`config.mk`:
```
export PLATFORM = sky130hd
export DESIGN_NAME = utf8_to_ucs4_stream_decoder
export DESIGN_NICKNAME = d
export VERILOG_FILES = /design/src/utf8d_pkg.sv /design/src/utf8_to_ucs4_stream_decoder.sv /design/src/utf8d_step.sv
export SDC_FILE = /design/constraint.sdc
export NUM_CORES = 1
export LEC_CHECK = 0
export ABC_AREA = 1
export BUFFER_PORTS_ARGS = -buffer_cell sky130_fd_sc_hd__buf_4
export CORE_AREA = 2 2 136 138
export CTS_CLUSTER_SIZE = 24
export DETAILED_ROUTE_END_ITERATION = 8
export DIE_AREA = 0 0 138 140
export PLACE_DENSITY = 0.81
export RECOVER_POWER = 100
export SKIP_CTS_REPAIR_TIMING = 1
export SYNTH_ARGS = -nofsm -noshare
export SYNTH_HDL_FRONTEND = slang
export SYNTH_HIERARCHICAL = 1
export SYNTH_SLANG_ARGS = --single-unit
```
`constraint.sdc`:
```
create_clock -name clk_i -period 5.4 [get_ports clk_i]
set_clock_uncertainty 0.1 [all_clocks]
set_input_delay 0.54 -clock clk_i [delete_from_list [all_inputs] [get_ports clk_i]]
set_output_delay 0.54 -clock clk_i [all_outputs]
set_load 0.03 [all_outputs]
```
`src/utf8d_pkg.sv`:
```
// Shared types and constants for the UTF-8 to UCS-4 stream decoder.
package utf8d_pkg;

  localparam int unsigned COUNT_BITS = 24;
  localparam int unsigned CP_BITS    = 31;
  localparam int unsigned LEN_BITS   = 3;
  localparam int unsigned BYTE_BITS  = 8;
  localparam int unsigned IN_TDATA_BITS  = 8;
  localparam int unsigned OUT_TDATA_BITS = 64;
  localparam int unsigned OUT_TUSER_BITS = 2;

  localparam logic [COUNT_BITS-1:0] COUNT_MAX = {COUNT_BITS{1'b1}};

  typedef enum logic [1:0] {
    STATUS_OK         = 2'd0,
    STATUS_ILLEGAL    = 2'd1,
    STATUS_SRC_EXHAUST = 2'd2,
    STATUS_TGT_EXHAUST = 2'd3
  } status_e;

  typedef struct packed {
    logic [LEN_BITS-1:0]   bytes_left;
    logic [LEN_BITS-1:0]   seq_len;
    logic [CP_BITS-1:0]    acc;
    logic [COUNT_BITS-1:0] chars_done;
    logic                  dropping;
  } dec_state_t;

  typedef struct packed {
    logic [CP_BITS-1:0]    code_point;
    logic [LEN_BITS-1:0]   seq_length;
    status_e               status;
    logic [COUNT_BITS-1:0] char_count;
    logic                  buffer_done;
  } dec_result_t;

endpackage

```
`src/utf8_to_ucs4_stream_decoder.sv`:
```
// Top level of the UTF-8 (1 to 6 byte form) to UCS-4 stream decoder.
//
//  Channel   Direction  Word contents
//  s_axis    in         tdata[7:0] data_byte, tlast end_of_buffer
//  m_axis    out        tdata code_point/seq_length/char_count, tuser status,
//                       tlast buffer_done
//  cfg       in         cfg_we_i/cfg_wdata_i write output_capacity
//
// One word is accepted per cycle while the output does not stall. A word passes an
// input register, then one decode step writes the result register when the byte
// ends a character or an error. Reset clears the decoder state and the capacity.
// A stalled output holds the result register and the input register while
// the input stays ready until both are full.
module utf8_to_ucs4_stream_decoder (
  input  logic        clk_i,
  input  logic        rst_ni,
  input  logic        s_axis_tvalid,
  output logic        s_axis_tready,
  // [7:0] data_byte.
  input  logic [utf8d_pkg::IN_TDATA_BITS-1:0]  s_axis_tdata,
  input  logic        s_axis_tlast,
  output logic        m_axis_tvalid,
  input  logic        m_axis_tready,
  // [30:0] code_point, [33:31] seq_length, [57:34] char_count, rest zero.
  output logic [utf8d_pkg::OUT_TDATA_BITS-1:0] m_axis_tdata,
  // [1:0] status.
  output logic [utf8d_pkg::OUT_TUSER_BITS-1:0] m_axis_tuser,
  output logic        m_axis_tlast,
  input  logic        cfg_we_i,
  input  logic [utf8d_pkg::COUNT_BITS-1:0]     cfg_wdata_i
);

  logic                                  in_valid_q;
  logic [utf8d_pkg::BYTE_BITS-1:0]       in_byte_q;
  logic                                  in_eob_q;
  logic                                  out_valid_q;
  logic                                  out_valid_d;
  utf8d_pkg::dec_result_t                out_q;
  utf8d_pkg::dec_state_t                 state_q;
  utf8d_pkg::dec_state_t                 state_d;
  utf8d_pkg::dec_result_t                res;
  logic                                  emit;
  logic [utf8d_pkg::COUNT_BITS-1:0]      capacity_q;
  logic                                  advance;

  assign advance       = in_valid_q && (!out_valid_q || m_axis_tready);
  assign s_axis_tready = !in_valid_q || advance;

  utf8d_step u_step (
    .state_i    (state_q),
    .byte_i     (in_byte_q),
    .eob_i      (in_eob_q),
    .capacity_i (capacity_q),
    .state_o    (state_d),
    .emit_o     (emit),
    .result_o   (res)
  );

  always_comb begin
    out_valid_d = out_valid_q && !m_axis_tready;
    if (advance && emit) begin
      out_valid_d = 1'b1;
    end
  end

  always_ff @(posedge clk_i or negedge rst_ni) begin
    if (!rst_ni) begin
      in_valid_q  <= 1'b0;
      out_valid_q <= 1'b0;
      state_q     <= '0;
      capacity_q  <= '0;
    end else begin
      out_valid_q <= out_valid_d;
      if (s_axis_tready) begin
        in_valid_q <= s_axis_tvalid;
      end
      if (advance) begin
        state_q <= state_d;
      end
      if (cfg_we_i) begin
        capacity_q <= cfg_wdata_i;
      end
    end
  end

  always_ff @(posedge clk_i) begin
    if (s_axis_tready && s_axis_tvalid) begin
      in_byte_q <= s_axis_tdata[utf8d_pkg::BYTE_BITS-1:0];
      in_eob_q  <= s_axis_tlast;
    end
    if (advance && emit) begin
      out_q <= res;
    end
  end

  assign m_axis_tvalid = out_valid_q;
  assign m_axis_tdata  = {6'd0, out_q.char_count, out_q.seq_length, out_q.code_point};
  assign m_axis_tuser  = out_q.status;
  assign m_axis_tlast  = out_q.buffer_done;

endmodule

```
`src/utf8d_step.sv`:
```
// Combinational decode step: one byte against the decoder state.
module utf8d_step (
  input  utf8d_pkg::dec_state_t                  state_i,
  input  logic [utf8d_pkg::BYTE_BITS-1:0]        byte_i,
  input  logic                                   eob_i,
  input  logic [utf8d_pkg::COUNT_BITS-1:0]       capacity_i,
  output utf8d_pkg::dec_state_t                  state_o,
  output logic                                   emit_o,
  output utf8d_pkg::dec_result_t                 result_o
);

  logic                                  do_complete;
  logic                                  do_fail;
  utf8d_pkg::status_e                    fail_code;
  logic [utf8d_pkg::CP_BITS-1:0]         cp;
  logic [utf8d_pkg::LEN_BITS-1:0]        len;
  logic [utf8d_pkg::LEN_BITS-1:0]        lead_len;
  logic [utf8d_pkg::CP_BITS-1:0]         lead_bits;
  logic [utf8d_pkg::CP_BITS-1:0]         acc_next;
  logic [utf8d_pkg::LEN_BITS-1:0]        left_next;
  logic [utf8d_pkg::COUNT_BITS-1:0]      count_inc;
  logic                                  cap_hit;
  utf8d_pkg::dec_state_t                 mid_state;

  always_comb begin
    lead_len  = '0;
    lead_bits = '0;
    if (byte_i[7:5] == 3'b110) begin
      lead_len  = 3'd2;
      lead_bits = {26'd0, byte_i[4:0]};
    end else if (byte_i[7:4] == 4'b1110) begin
      lead_len  = 3'd3;
      lead_bits = {27'd0, byte_i[3:0]};
    end else if (byte_i[7:3] == 5'b11110) begin
      lead_len  = 3'd4;
      lead_bits = {28'd0, byte_i[2:0]};
    end else if (byte_i[7:2] == 6'b111110) begin
      lead_len  = 3'd5;
      lead_bits = {29'd0, byte_i[1:0]};
    end else if (byte_i[7:1] == 7'b1111110) begin
      lead_len  = 3'd6;
      lead_bits = {30'd0, byte_i[0]};
    end
  end

  assign acc_next  = {state_i.acc[utf8d_pkg::CP_BITS-7:0], byte_i[5:0]};
  assign left_next = state_i.bytes_left - 3'd1;
  assign cap_hit   = (capacity_i != '0) && (state_i.chars_done >= capacity_i);
  assign count_inc = (state_i.chars_done != utf8d_pkg::COUNT_MAX) ?
                     state_i.chars_done + 1'b1 : state_i.chars_done;

  always_comb begin
    do_complete = 1'b0;
    do_fail     = 1'b0;
    fail_code   = utf8d_pkg::STATUS_OK;
    cp          = '0;
    len         = '0;
    mid_state   = state_i;
    if (state_i.dropping) begin
      if (eob_i) begin
        mid_state = '0;
      end
    end else if (state_i.bytes_left == '0) begin
      if (!byte_i[7]) begin
        do_complete = 1'b1;
        cp          = {23'd0, byte_i};
        len         = 3'd1;
      end else if (lead_len == '0) begin
        do_fail   = 1'b1;
        fail_code = utf8d_pkg::STATUS_ILLEGAL;
      end else if (eob_i) begin
        do_fail   = 1'b1;
        fail_code = utf8d_pkg::STATUS_SRC_EXHAUST;
      end else begin
        mid_state.acc        = lead_bits;
        mid_state.seq_len    = lead_len;
        mid_state.bytes_left = lead_len - 3'd1;
      end
    end else begin
      if (left_next == '0) begin
        do_complete = 1'b1;
        cp          = acc_next;
        len         = state_i.seq_len;
      end else if (eob_i) begin
        do_fail   = 1'b1;
        fail_code = utf8d_pkg::STATUS_SRC_EXHAUST;
      end else begin
        mid_state.acc        = acc_next;
        mid_state.bytes_left = left_next;
      end
    end
    if (do_complete && cap_hit) begin
      do_complete = 1'b0;
      do_fail     = 1'b1;
      fail_code   = utf8d_pkg::STATUS_TGT_EXHAUST;
    end
  end

  always_comb begin
    state_o  = mid_state;
    emit_o   = do_complete || do_fail;
    result_o = '0;
    if (do_fail) begin
      result_o.status      = fail_code;
      result_o.char_count  = state_i.chars_done;
      result_o.buffer_done = 1'b1;
      state_o              = '0;
      state_o.dropping     = !eob_i;
    end else if (do_complete) begin
      result_o.code_point  = cp;
      result_o.seq_length  = len;
      result_o.status      = utf8d_pkg::STATUS_OK;
      result_o.char_count  = count_inc;
      result_o.buffer_done = eob_i;
      state_o              = '0;
      if (!eob_i) begin
        state_o.chars_done = count_inc;
      end
    end
  end

endmodule

```
==> impl_metrics.yaml <==
outcome:
  status: "complete, but fails checks"
  violations: "max-capacitance violations, max-slew violations"
setup_path:
  r2r_slack_ps: 1080
  critical_path_class: "flop to flop"
  required_ps: 5360
  timing.rr.end: "m_axis_tdata[5]"
  start_kind: "flop"
  r2r_start: "in_byte_q[7]"
  worstRegToRegCells: 18
  arrival_ps: 4290
  end_kind: "flop"
  cp_max_fo: 28
timing:
  fin_crit_sh: 0.801
  period_needed_ps: 4320
  slew-limit-headroom: -0.271
  setup_ws_ps: 1080
  hold_viol: 0
  grt_setup_unrepaired: "false"
  setup_viol: 0
  fmax_mhz: 231
  fin_tns_setup_ps: 0
  worst_pin_slew_ps: 1910
  slew_violations: 37
placement:
  postPlaceCellArea_sq_um: 9900
  gp_congestion: 0.954
  port_buffers: 100
  pre_cts_slack_ps: 1810
  dp.cells: 1494
  hpwl_mm: 15.6
global_routing:
  grt_max_degree: 60
  gr-usage-all-layers: 0.249
  grt_pass1_vias: 7937
  grt_pass1_wl_mm: 39.0
  grt-ovfl-total: 0
  antenna_found_initial: 0
cells_and_area:
  final_cells: 1527
  multi_input_area_sq_um: 4160
  regArea_sq_um: 4150
  num_antenna_cells: 0
  drive_above_1_share: 0.0693
  final_cell_area_sq_um: 10200
  num-nets-final: 1354
  areaGrowthSynthToFinish_pct: 12.1
  fill_cells: 1715
logic_synthesis:
  netlist_area_sq_um: 9120
  synth_area_per_cell_sq_um: 7.49
  yosysWarnings: 6
  syn_inst: 1217
route:
  viasPerCell: 5.61
  wl_per_cell_um: 15.8
  vias: 8563
  wl_mm: 24.1
  antenna_left: 0
  drc_errors: 0
  drtIter0Drc: 1072
  dr.pass1.iters: 8
power:
  p_per_area_nw_per_um2: 499
  total_power_mw: 5.10
  p_leak_nw: 4.84
  vdd_ir_drop_max_uv: 379
hold_path:
  min_path_cells: 1
  min_path_type: "input port to flop"
  whs_endpoint: "in_eob_q"
  hold_start: "s_axis_tlast"
floorplan:
  die-height_um: 140
  start_util: 0.513
  dieArea_sq_um: 19300
  placement_rows: 49
  coreArea_sq_um: 17800
  ios: 107
  dieWidth_um: 138
clocking:
  cts_inserted_buffers: 17
  root_buffer: "clkbuf_16"
  cts.sinks: 152
  cts_buffer_depth: 2
  htreeDepth: 4
  clkTransAtPathRegs_ps: 60
  clock_latency_ps: 430
  tritoncts: "yes"
job:
  max-cap-violations: 1
placed cells by master (no fill, tap or decap), types with 5 or more instances in the layout:
cell,n
ha_1,31
clkbuf_4,9
buf_4,33
nor2_1,118
xor2_1,8
dfrtp_1,82
a21oi_1,37
inv_1,113
o211ai_1,9
nand4_1,7
conb_1,6
o21ai_1,5
clkbuf_1,66
o21ai_0,44
nand2_1,427
inv_2,5
clkbuf_16,17
a32o_1,5
edfxtp_1,70
xnor2_1,8
nor3_1,12
nand3_1,138
critical path: stages, from the launching register on:
cell and delay (ps):
edfxtp_1 440, nand2_1 140, inv_1 110, nand4_1 100, nand2_1 80, inv_1 100
ha_1 160, ha_1 200, inv_1 70, nand3_1 160, nor2_1 130, nor2_1 130
clkbuf_1 530, nand2_2 90, buf_4 270, inv_1 320, inv_1 100, nor2_1 160
clkbuf_2 570
final cells by class:
cell class / instances / area share
Clock buffer: 20 / 0.0457
Clock inverter: 12 / 0.0120
Inverter: 120 / 0.0441
Multi-Input combinational cell: 883 / 0.407
Sequential cell: 152 / 0.406
Tap cell: 229 / 0.0280
Timing Repair Buffer: 111 / 0.0570
flip-flops by register name, summed over array words and instances, names as in the netlist:
register and flops:
capacity_q 24, in_byte_q 8, in_eob_q 1, in_valid_q 1, m_axis_tdata 58, m_axis_tlast 1, m_axis_tuser 2, m_axis_tvalid 1
state_q 56
worst max path at each step:
stage,start,end,slack (ps),depth (start not counted)
floorplan,in_byte_q[7],m_axis_tdata[0],280,16
global placement,in_byte_q[7],m_axis_tdata[6],1940,18
detailed placement,in_byte_q[7],m_axis_tuser[0],1810,18
CTS,in_byte_q[7],m_axis_tdata[35],1780,18
global route,state_q[59],state_q[13],790,13
finish,in_byte_q[7],m_axis_tdata[5],1080,18
report_power, final:
part	switching, mW	leakage (nW)	internal, mW
clock network	0.481	0.284	0.714
registers	0.187	1.76	1.53
logic	1.69	2.80	0.498
total	2.36	4.84	2.75
metal layers:
layer | share of wire | track usage | wire length, um | vias to the layer above
li1 | - | - | - | 4053
met1 | 0.40 | 0.318 | 9510 | 3903
met2 | 0.47 | 0.410 | 11300 | 512
met3 | 0.092 | 0.0513 | 2220 | 95
met4 | 0.043 | 0.114 | 1030 | 0
met5 | 0 | 0 | 0 | -
per-stage QoR:
stage          utilization  hold slack [ps]
2_1_floorplan            -              144
3_5_place_dp         0.557              363
3_3_place_gp         0.557              354
6_report             0.575              203
4_1_cts              0.590            -32.7
5_1_grt              0.575              191
Note: power is estimated with default switching activity, not from simulation.
